--- src/hw/rtl/hsv2rgb_pkg.sv ---
// ---------------------------------------------------------------------------
// HSV to RGB converter package
// Field widths, stream packing and hue sector constants.
// ---------------------------------------------------------------------------
package hsv2rgb_pkg;

  localparam int HUE_W       = 15;
  localparam int CH_W        = 9;
  localparam int IN_TDATA_W  = 40;  // 33 field bits, padded to bytes
  localparam int OUT_TDATA_W = 32;  // 27 field bits, padded to bytes
  localparam int OUT_FLD_W   = 3 * CH_W;

  // One sector is 60 degrees = 3840 hue steps = 15 * 2^SEC_LOG2.
  localparam int SEC_LOG2     = 8;
  localparam int SECTOR_STEPS = 15 << SEC_LOG2;
  localparam int FULL_TURN    = 6 * SECTOR_STEPS;
  localparam int REM_W        = 12;

  localparam logic [2:0] SEC_R_Y = 3'd0;
  localparam logic [2:0] SEC_Y_G = 3'd1;
  localparam logic [2:0] SEC_G_C = 3'd2;
  localparam logic [2:0] SEC_C_B = 3'd3;
  localparam logic [2:0] SEC_B_M = 3'd4;
  localparam logic [2:0] SEC_M_R = 3'd5;

endpackage

--- src/hw/rtl/hsv_to_rgb_pixel_converter_top.sv ---
// ---------------------------------------------------------------------------
// HSV to RGB pixel converter
// Six-stage pipeline turning one fixed-point HSV color into one RGB color.
// ---------------------------------------------------------------------------
// Usage:
//   in_*  : stream slave. One transfer carries one color: hue in degrees
//           times 64 (0..23039, larger codes wrap once), sat and val with
//           2^FRAC_BITS meaning 1.0 (larger codes clamp to 1.0).
//   out_* : stream master. One transfer per input transfer, same order,
//           red/green/blue in the same fixed-point format, 9 bits each.
//   Throughput: one color per cycle while the output is not stalled; the
//   six register stages move together and each stage is at most one
//   multiply deep (or the hue wrap / sector compare).
//   Reset clears the stage valid bits only; the pipe comes up empty.
//   Stall: when out_tvalid is high and out_tready low the whole pipe
//   freezes, in_tready drops in the same cycle, and nothing is lost or
//   repeated. While the output slot is empty or being drained, in_tready
//   stays high.
//   FRAC_BITS (6..16) sets the internal fraction width; the port widths
//   are fixed and results are truncated to 9 bits.
// ---------------------------------------------------------------------------
module hsv_to_rgb_pixel_converter_top #(
  parameter int FRAC_BITS = 8
) (
  input  logic                                clk,
  input  logic                                rst_n,
  input  logic                                in_tvalid,
  output logic                                in_tready,
  // [14:0] hue, [23:15] sat, [32:24] val, [39:33] zero
  input  logic [hsv2rgb_pkg::IN_TDATA_W-1:0]  in_tdata,
  output logic                                out_tvalid,
  input  logic                                out_tready,
  // [8:0] red, [17:9] green, [26:18] blue, [31:27] zero
  output logic [hsv2rgb_pkg::OUT_TDATA_W-1:0] out_tdata
);
  import hsv2rgb_pkg::*;

  localparam int NSTG = 6;
  localparam int UW   = FRAC_BITS + 1;          // unit range 0..ONE
  localparam int MW2  = 2 * UW;                 // product width
  localparam int IW   = (UW > CH_W) ? UW : CH_W; // clamp compare width
  // f = rem * 2^F / (15 * 2^SEC_LOG2): scale up or down by a power of two,
  // divide by 15 through a reciprocal multiply.
  localparam int SH   = (FRAC_BITS > SEC_LOG2) ? FRAC_BITS - SEC_LOG2 : 0;
  localparam int RS   = (FRAC_BITS < SEC_LOG2) ? SEC_LOG2 - FRAC_BITS : 0;
  localparam int XW   = REM_W + SH;
  localparam int KR   = XW + 4;                 // reciprocal exact for x < 2^KR/14
  localparam int MW   = KR - 3;
  localparam int PW   = XW + MW;
  localparam logic [MW-1:0]    RECIP = MW'((64'd1 << KR) / 64'd15 + 64'd1);
  localparam logic [UW-1:0]    ONE   = {1'b1, {FRAC_BITS{1'b0}}};
  localparam logic [IW-1:0]    ONE_I = IW'(ONE);
  localparam logic [HUE_W-1:0] TURN  = HUE_W'(FULL_TURN);

  // Global advance: pipe moves whenever the output slot can take data.
  logic            adv;
  logic [NSTG-1:0] vld_r, vld_nxt;

  assign adv        = out_tready || !vld_r[NSTG-1];
  assign in_tready  = adv;
  assign out_tvalid = vld_r[NSTG-1];
  assign vld_nxt    = {vld_r[NSTG-2:0], in_tvalid};

  always_ff @(posedge clk) begin
    if (!rst_n) begin
      vld_r <= '0;
    end else if (adv) begin
      vld_r <= vld_nxt;
    end
  end

  // ---- Stage 1: hue wrap, sat/val clamp
  logic [HUE_W-1:0] in_hue;
  logic [IW-1:0]    in_sat_i, in_val_i;
  logic [HUE_W-1:0] s1_hue_r, s1_hue_nxt;
  logic [UW-1:0]    s1_sat_r, s1_sat_nxt, s1_val_r, s1_val_nxt;

  assign in_hue     = in_tdata[HUE_W-1:0];
  assign in_sat_i   = IW'(in_tdata[HUE_W +: CH_W]);
  assign in_val_i   = IW'(in_tdata[HUE_W+CH_W +: CH_W]);
  assign s1_hue_nxt = (in_hue >= TURN) ? in_hue - TURN : in_hue;
  assign s1_sat_nxt = UW'((in_sat_i > ONE_I) ? ONE_I : in_sat_i);
  assign s1_val_nxt = UW'((in_val_i > ONE_I) ? ONE_I : in_val_i);

  // ---- Stage 2: sector and remainder, 1 - s
  logic [2:0]       s2_sec_r, s2_sec_nxt;
  logic [HUE_W-1:0] sec_base;
  logic [REM_W-1:0] s2_rem_r, s2_rem_nxt;
  logic [UW-1:0]    s2_sat_r, s2_val_r, s2_ns_r, s2_ns_nxt;

  always_comb begin
    if (s1_hue_r < HUE_W'(SECTOR_STEPS)) begin
      s2_sec_nxt = SEC_R_Y;
    end else if (s1_hue_r < HUE_W'(2 * SECTOR_STEPS)) begin
      s2_sec_nxt = SEC_Y_G;
    end else if (s1_hue_r < HUE_W'(3 * SECTOR_STEPS)) begin
      s2_sec_nxt = SEC_G_C;
    end else if (s1_hue_r < HUE_W'(4 * SECTOR_STEPS)) begin
      s2_sec_nxt = SEC_C_B;
    end else if (s1_hue_r < HUE_W'(5 * SECTOR_STEPS)) begin
      s2_sec_nxt = SEC_B_M;
    end else begin
      s2_sec_nxt = SEC_M_R;
    end
  end

  always_comb begin
    case (s2_sec_nxt)
      SEC_R_Y: sec_base = '0;
      SEC_Y_G: sec_base = HUE_W'(SECTOR_STEPS);
      SEC_G_C: sec_base = HUE_W'(2 * SECTOR_STEPS);
      SEC_C_B: sec_base = HUE_W'(3 * SECTOR_STEPS);
      SEC_B_M: sec_base = HUE_W'(4 * SECTOR_STEPS);
      default: sec_base = HUE_W'(5 * SECTOR_STEPS);
    endcase
  end

  assign s2_rem_nxt = REM_W'(s1_hue_r - sec_base);
  assign s2_ns_nxt  = ONE - s1_sat_r;

  // ---- Stage 3: fraction f, p = v(1-s)
  logic [XW-1:0]        rem_x;
  logic [PW-1:0]        f_prod;
  logic [MW2-1:0]       p_prod;
  logic [FRAC_BITS-1:0] s3_f_r, s3_f_nxt;
  logic [UW-1:0]        s3_p_r, s3_p_nxt, s3_sat_r, s3_val_r;
  logic [2:0]           s3_sec_r;

  assign rem_x    = XW'(s2_rem_r) << SH;
  assign f_prod   = PW'(rem_x) * PW'(RECIP);
  assign s3_f_nxt = FRAC_BITS'(f_prod >> (KR + RS));
  assign p_prod   = MW2'(s2_val_r) * MW2'(s2_ns_r);
  assign s3_p_nxt = p_prod[FRAC_BITS +: UW];

  // ---- Stage 4: s*f and s*(1-f)
  logic [MW2-1:0] sf_prod, sfc_prod;
  logic [UW-1:0]  s4_sf_r, s4_sf_nxt, s4_sfc_r, s4_sfc_nxt;
  logic [UW-1:0]  s4_p_r, s4_val_r;
  logic [2:0]     s4_sec_r;

  assign sf_prod    = MW2'(s3_sat_r) * MW2'(s3_f_r);
  assign sfc_prod   = MW2'(s3_sat_r) * MW2'(ONE - UW'(s3_f_r));
  assign s4_sf_nxt  = sf_prod[FRAC_BITS +: UW];
  assign s4_sfc_nxt = sfc_prod[FRAC_BITS +: UW];

  // ---- Stage 5: q = v(1-sf), t = v(1-s(1-f))
  logic [MW2-1:0] q_prod, t_prod;
  logic [UW-1:0]  s5_q_r, s5_q_nxt, s5_t_r, s5_t_nxt, s5_p_r, s5_val_r;
  logic [2:0]     s5_sec_r;

  assign q_prod   = MW2'(s4_val_r) * MW2'(ONE - s4_sf_r);
  assign t_prod   = MW2'(s4_val_r) * MW2'(ONE - s4_sfc_r);
  assign s5_q_nxt = q_prod[FRAC_BITS +: UW];
  assign s5_t_nxt = t_prod[FRAC_BITS +: UW];

  // ---- Stage 6: sector select into output register
  logic [UW-1:0]   r_sel, g_sel, b_sel;
  logic [CH_W-1:0] red_r, red_nxt, green_r, green_nxt, blue_r, blue_nxt;

  always_comb begin
    case (s5_sec_r)
      SEC_R_Y: begin r_sel = s5_val_r; g_sel = s5_t_r;   b_sel = s5_p_r;   end
      SEC_Y_G: begin r_sel = s5_q_r;   g_sel = s5_val_r; b_sel = s5_p_r;   end
      SEC_G_C: begin r_sel = s5_p_r;   g_sel = s5_val_r; b_sel = s5_t_r;   end
      SEC_C_B: begin r_sel = s5_p_r;   g_sel = s5_q_r;   b_sel = s5_val_r; end
      SEC_B_M: begin r_sel = s5_t_r;   g_sel = s5_p_r;   b_sel = s5_val_r; end
      default: begin r_sel = s5_val_r; g_sel = s5_p_r;   b_sel = s5_q_r;   end
    endcase
  end

  assign red_nxt   = CH_W'(r_sel);
  assign green_nxt = CH_W'(g_sel);
  assign blue_nxt  = CH_W'(b_sel);

  // Payload registers, no reset; all gated by the common advance.
  always_ff @(posedge clk) begin
    if (adv) begin
      s1_hue_r <= s1_hue_nxt;
      s1_sat_r <= s1_sat_nxt;
      s1_val_r <= s1_val_nxt;

      s2_sec_r <= s2_sec_nxt;
      s2_rem_r <= s2_rem_nxt;
      s2_sat_r <= s1_sat_r;
      s2_val_r <= s1_val_r;
      s2_ns_r  <= s2_ns_nxt;

      s3_f_r   <= s3_f_nxt;
      s3_p_r   <= s3_p_nxt;
      s3_sat_r <= s2_sat_r;
      s3_val_r <= s2_val_r;
      s3_sec_r <= s2_sec_r;

      s4_sf_r  <= s4_sf_nxt;
      s4_sfc_r <= s4_sfc_nxt;
      s4_p_r   <= s3_p_r;
      s4_val_r <= s3_val_r;
      s4_sec_r <= s3_sec_r;

      s5_q_r   <= s5_q_nxt;
      s5_t_r   <= s5_t_nxt;
      s5_p_r   <= s4_p_r;
      s5_val_r <= s4_val_r;
      s5_sec_r <= s4_sec_r;

      red_r    <= red_nxt;
      green_r  <= green_nxt;
      blue_r   <= blue_nxt;
    end
  end

  assign out_tdata = {(OUT_TDATA_W - OUT_FLD_W)'(0), blue_r, green_r, red_r};

endmodule

--- config.mk ---
export PLATFORM = sky130hd
export DESIGN_NAME = hsv_to_rgb_pixel_converter_top
export DESIGN_NICKNAME = d
export VERILOG_FILES = /design/src/hw/rtl/hsv2rgb_pkg.sv /design/src/hw/rtl/hsv_to_rgb_pixel_converter_top.sv
export SDC_FILE = /design/constraint.sdc
export NUM_CORES = 1
export LEC_CHECK = 0
export BUFFER_PORTS_ARGS = -buffer_cell sky130_fd_sc_hd__buf_2
export CAP_MARGIN = 0
export CORE_ASPECT_RATIO = 0.7
export CORE_UTILIZATION = 25
export DETAILED_ROUTE_END_ITERATION = 10
export PLACE_DENSITY = 0.41
export SETUP_SLACK_MARGIN = 0.15
export SYNTH_ARGS = -nofsm -noshare
export SYNTH_HDL_FRONTEND = slang
export SYNTH_SLANG_ARGS = --single-unit
export TNS_END_PERCENT = 1
--- constraint.sdc ---
create_clock -name clk -period 12.2 [get_ports clk]
set_input_delay 1.83 -clock clk [delete_from_list [all_inputs] [get_ports clk]]
set_output_delay 1.83 -clock clk [all_outputs]
set_load 0.01 [all_outputs]
==> flow_summary_export.csv <==
group,metric,value,unit
flow_run,maxCapViolCount,0,
setup_path,crit_buf_inv,6,
global_routing,grt_pass1_wl,80.4,mm
placed_design,portBuffers,65,
synth,synth_top_area_share,0.291,
cts,post_cts_resized,0,
cts,path_clk_slew,70,ps
placed_design,gp_congestion,0.759,
setup_path,start_kind,"flip-flop",
die,num_rows,91,
setup_path,r2r_cells,23,
sta,tightest_slew,1100,ps
pwr,p_per_area,272,nW/um^2
synth,yosysTopAreaCell,"edfxtp_1",
sta,hold_ws,417,ps
die,dieWidth,359,um
cells_and_area,syn2layout_area_growth,10.7,%
setup_path,path_cells,"inv_1 -> ha_1 -> nand2_1 -> or3_1 -> xor2_1 -> nand2_1 -> fa_1 -> inv_1 -> ha_1 -> inv_1 -> fa_1 -> inv_1 -> fa_1 -> inv_1 -> fa_1 -> inv_1 -> ha_1 -> a21oi_1 -> o21ai_0 -> a22o_1 -> a211o_1 -> a21oi_1 -> xnor2_1",
pwr,vdd_drop_max,149,uV
placed_design,place_ws,5630,ps
cells_and_area,mostFrequentLayoutCell,"inv_1",
synth,ys_top_cells_by_area,"edfxtp_1, fa_1, ha_1",
route,wire_per_inst,14.4,um
setup_path,crit_path_end_kind,"flip-flop",
setup_path,crit_end,"s4_sfc_r[8]$_DFFE_PP_",
sta,rsz0062_at_grt,"false",
cts,numCtsBuffers,25,
setup_path,crit_top_cell,"inv_1",
cells_and_area,largest_register,"s1_hue_r",
synth,ys_seq_area_frac,0.297,
global_routing,grt_usage,0.109,
route,vias_per_cell,4.24,
synth,ys_warn_count,0,
synth,async_flop_share,0,
sta,hold_viol,0,
sta,clock_skew,12.3,ps
sta,fin_ws,5670,ps
sta,setup_viol,0,
sta,slew_headroom,0.265,
setup_path,rr_startpoint,"s3_f_r[1]$_DFFE_PP_",
synth,synth_enable_flop_cells,217,
cts,post_cts_buffers,0,
synth,synth_area_per_cell,10.5,sq um
synth,ys_types,73,
cts,cts_sinks,223,
sta,tns,0,ps
global_routing,grt_max_degree,140,
cts,insertion_delay,550,ps
setup_path,slowest_stage,"edfxtp_1",
synth,synthCells,2129,
cts,root_buffer,"clkbuf_16",
sta,slew_viol_final,0,
cts,clk_path_buf_depth,3,
sta,fin_crit,6530,ps
die,die-area,90600,sq um
setup_path,ff2ff_setup_slack,5670,ps
route,dr.first_iter.drc_count,601,
cts,cts_tree,"done",
route,dr.pass1.iters,5,
route,num_vias,14205,
synth,synth-main-ff-cell,"edfxtp_1",
cts,hold_buffers,0,
global_routing,grt_pass1_vias,14912,
pwr,fin_total_pwr,6.73,mW
setup_path,cp.required,12490,ps
placed_design,post-dp-hpwl,37.1,mm
sta,fmax,0.153,GHz
setup_path,crit_fanout,11,
cells_and_area,drive_gt1_frac,0.0769,
setup_path,cp.arrival,6820,ps
die,boundaryPins,78,
global_routing,antenna_found_initial,4,
setup_path,r2r_end,"s4_sfc_r[8]$_DFFE_PP_",
hold_path,whs_path_depth,0,
cts,cts_max_level,1,
route,drc,0,
die,die_y,252,um
setup_path,crit_family,"adder cells",
synth,synthesis.area,22400,sq um
placed_design,dpl.cell_count,3303,
cells_and_area,layout_common_cells,"inv_1, ha_1, nand2_1",
route,wirelength,48.0,mm
sta,finalCritPeriodShare,0.535,
setup_path,cp-startpoint,"s3_f_r[1]$_DFFE_PP_",
synth,ys_ff_latch,223,
hold_path,hold_class,"reg -> reg",
global_routing,grt_remaining_overflow,0,
die,core,88400,sq um
setup_path,critical_path.max_stage_delay,580,ps
cells_and_area,finalNetCount,2740,
pwr,p_leak,11.6,nW
run_status,status,"completed",
die,start_util,0.253,
setup_path,worstSetupPathType,"reg -> reg",
cells_and_area,diodes,0,
cells_and_area,largest_reg_flops,15,
route,antenna_left,0,
cells_and_area,stdcell_count,3347,
setup_path,cp.depth,23,
cells in the mapped netlist, drive strengths merged, types with 2 or more instances:
master and instances:
mux2i 23, a21oi 50, nand3b 3, a31oi 4, buf 12, o31ai 2
nand2b 6, clkbuf 63, nand4 3, o21a 12, a311oi 3, xor2 29
xnor2 67, fa 250, a211oi 15, inv 362, o21ai 46, nor2b 35
nor2 72, a21boi 6, and2 170, a211o 3, o21bai 4, o22ai 10
and3 3, or2 7, nor3 23, nand3 9, or3 3, nor3b 2
nand4b 2, and4 3, ha 278, o41ai 2, mux2 22, edfxtp 217
or4 2, nand2 262, nor4 7, dfxtp 6, o211a 2, a21o 12
a32oi 3
cell type report:
cell class,count,area [sq um]
clock buffer,26,629
inverter,363,1370
clock inverter,18,121
timing repair buffer,83,460
tap,1162,1450
sequential,223,6640
fill,9267,63600
multi-input combinational,1472,14100
metal layers:
metal,GRT usage,up-vias,share of wire
li1,-,6957,-
met3,0.0147,31,0.032
met1,0.171,7044,0.56
met4,0.0125,0,0.0091
met5,0,-,0
met2,0.162,173,0.40
kinds of logic (layout without fill, tap and decap cells):
group | after synthesis | in the layout | share of synthesized area
adder cells (fa/ha/maj) | 528 | 528 | 0.379
XOR/XNOR | 96 | 96 | 0.0379
other | 1 | 5 | 0.000168
flip-flops | 223 | 223 | 0.297
multiplexers | 45 | 45 | 0.0214
AO/OA/AOI/OAI | 185 | 185 | 0.0554
AND/OR/NAND/NOR | 613 | 613 | 0.134
buffers and inverters | 438 | 490 | 0.0747
how the worst min path moves through the flow:
stage / from / end
CTS: s3_p_r[0]$_DFFE_PP_ / s4_p_r[0]$_DFFE_PP_
detailed placement: s1_hue_r[4]$_DFFE_PP_ / rem_x[4]$_DFFE_PP_
floorplan: s1_hue_r[0]$_DFFE_PP_ / rem_x[0]$_DFFE_PP_
global route: s1_hue_r[7]$_DFFE_PP_ / rem_x[7]$_DFFE_PP_
finish: s3_val_r[7]$_DFFE_PP_ / s4_val_r[7]$_DFFE_PP_
global placement: s3_val_r[5]$_DFFE_PP_ / s4_val_r[5]$_DFFE_PP_
metrics by stage:
stage,instance area [sq um],util
5_1_grt,24700,0.280
3_3_place_gp,24000,0.271
2_1_floorplan,22400,-
3_5_place_dp,24000,0.271
6_report,24700,0.280
4_1_cts,24700,0.280
report_power, final:
group | internal, mW | switching, mW
sequential | 1.25 | 0.199
combinational | 1.94 | 2.63
clock | 0.379 | 0.335
(Power assumes the default switching activity.)
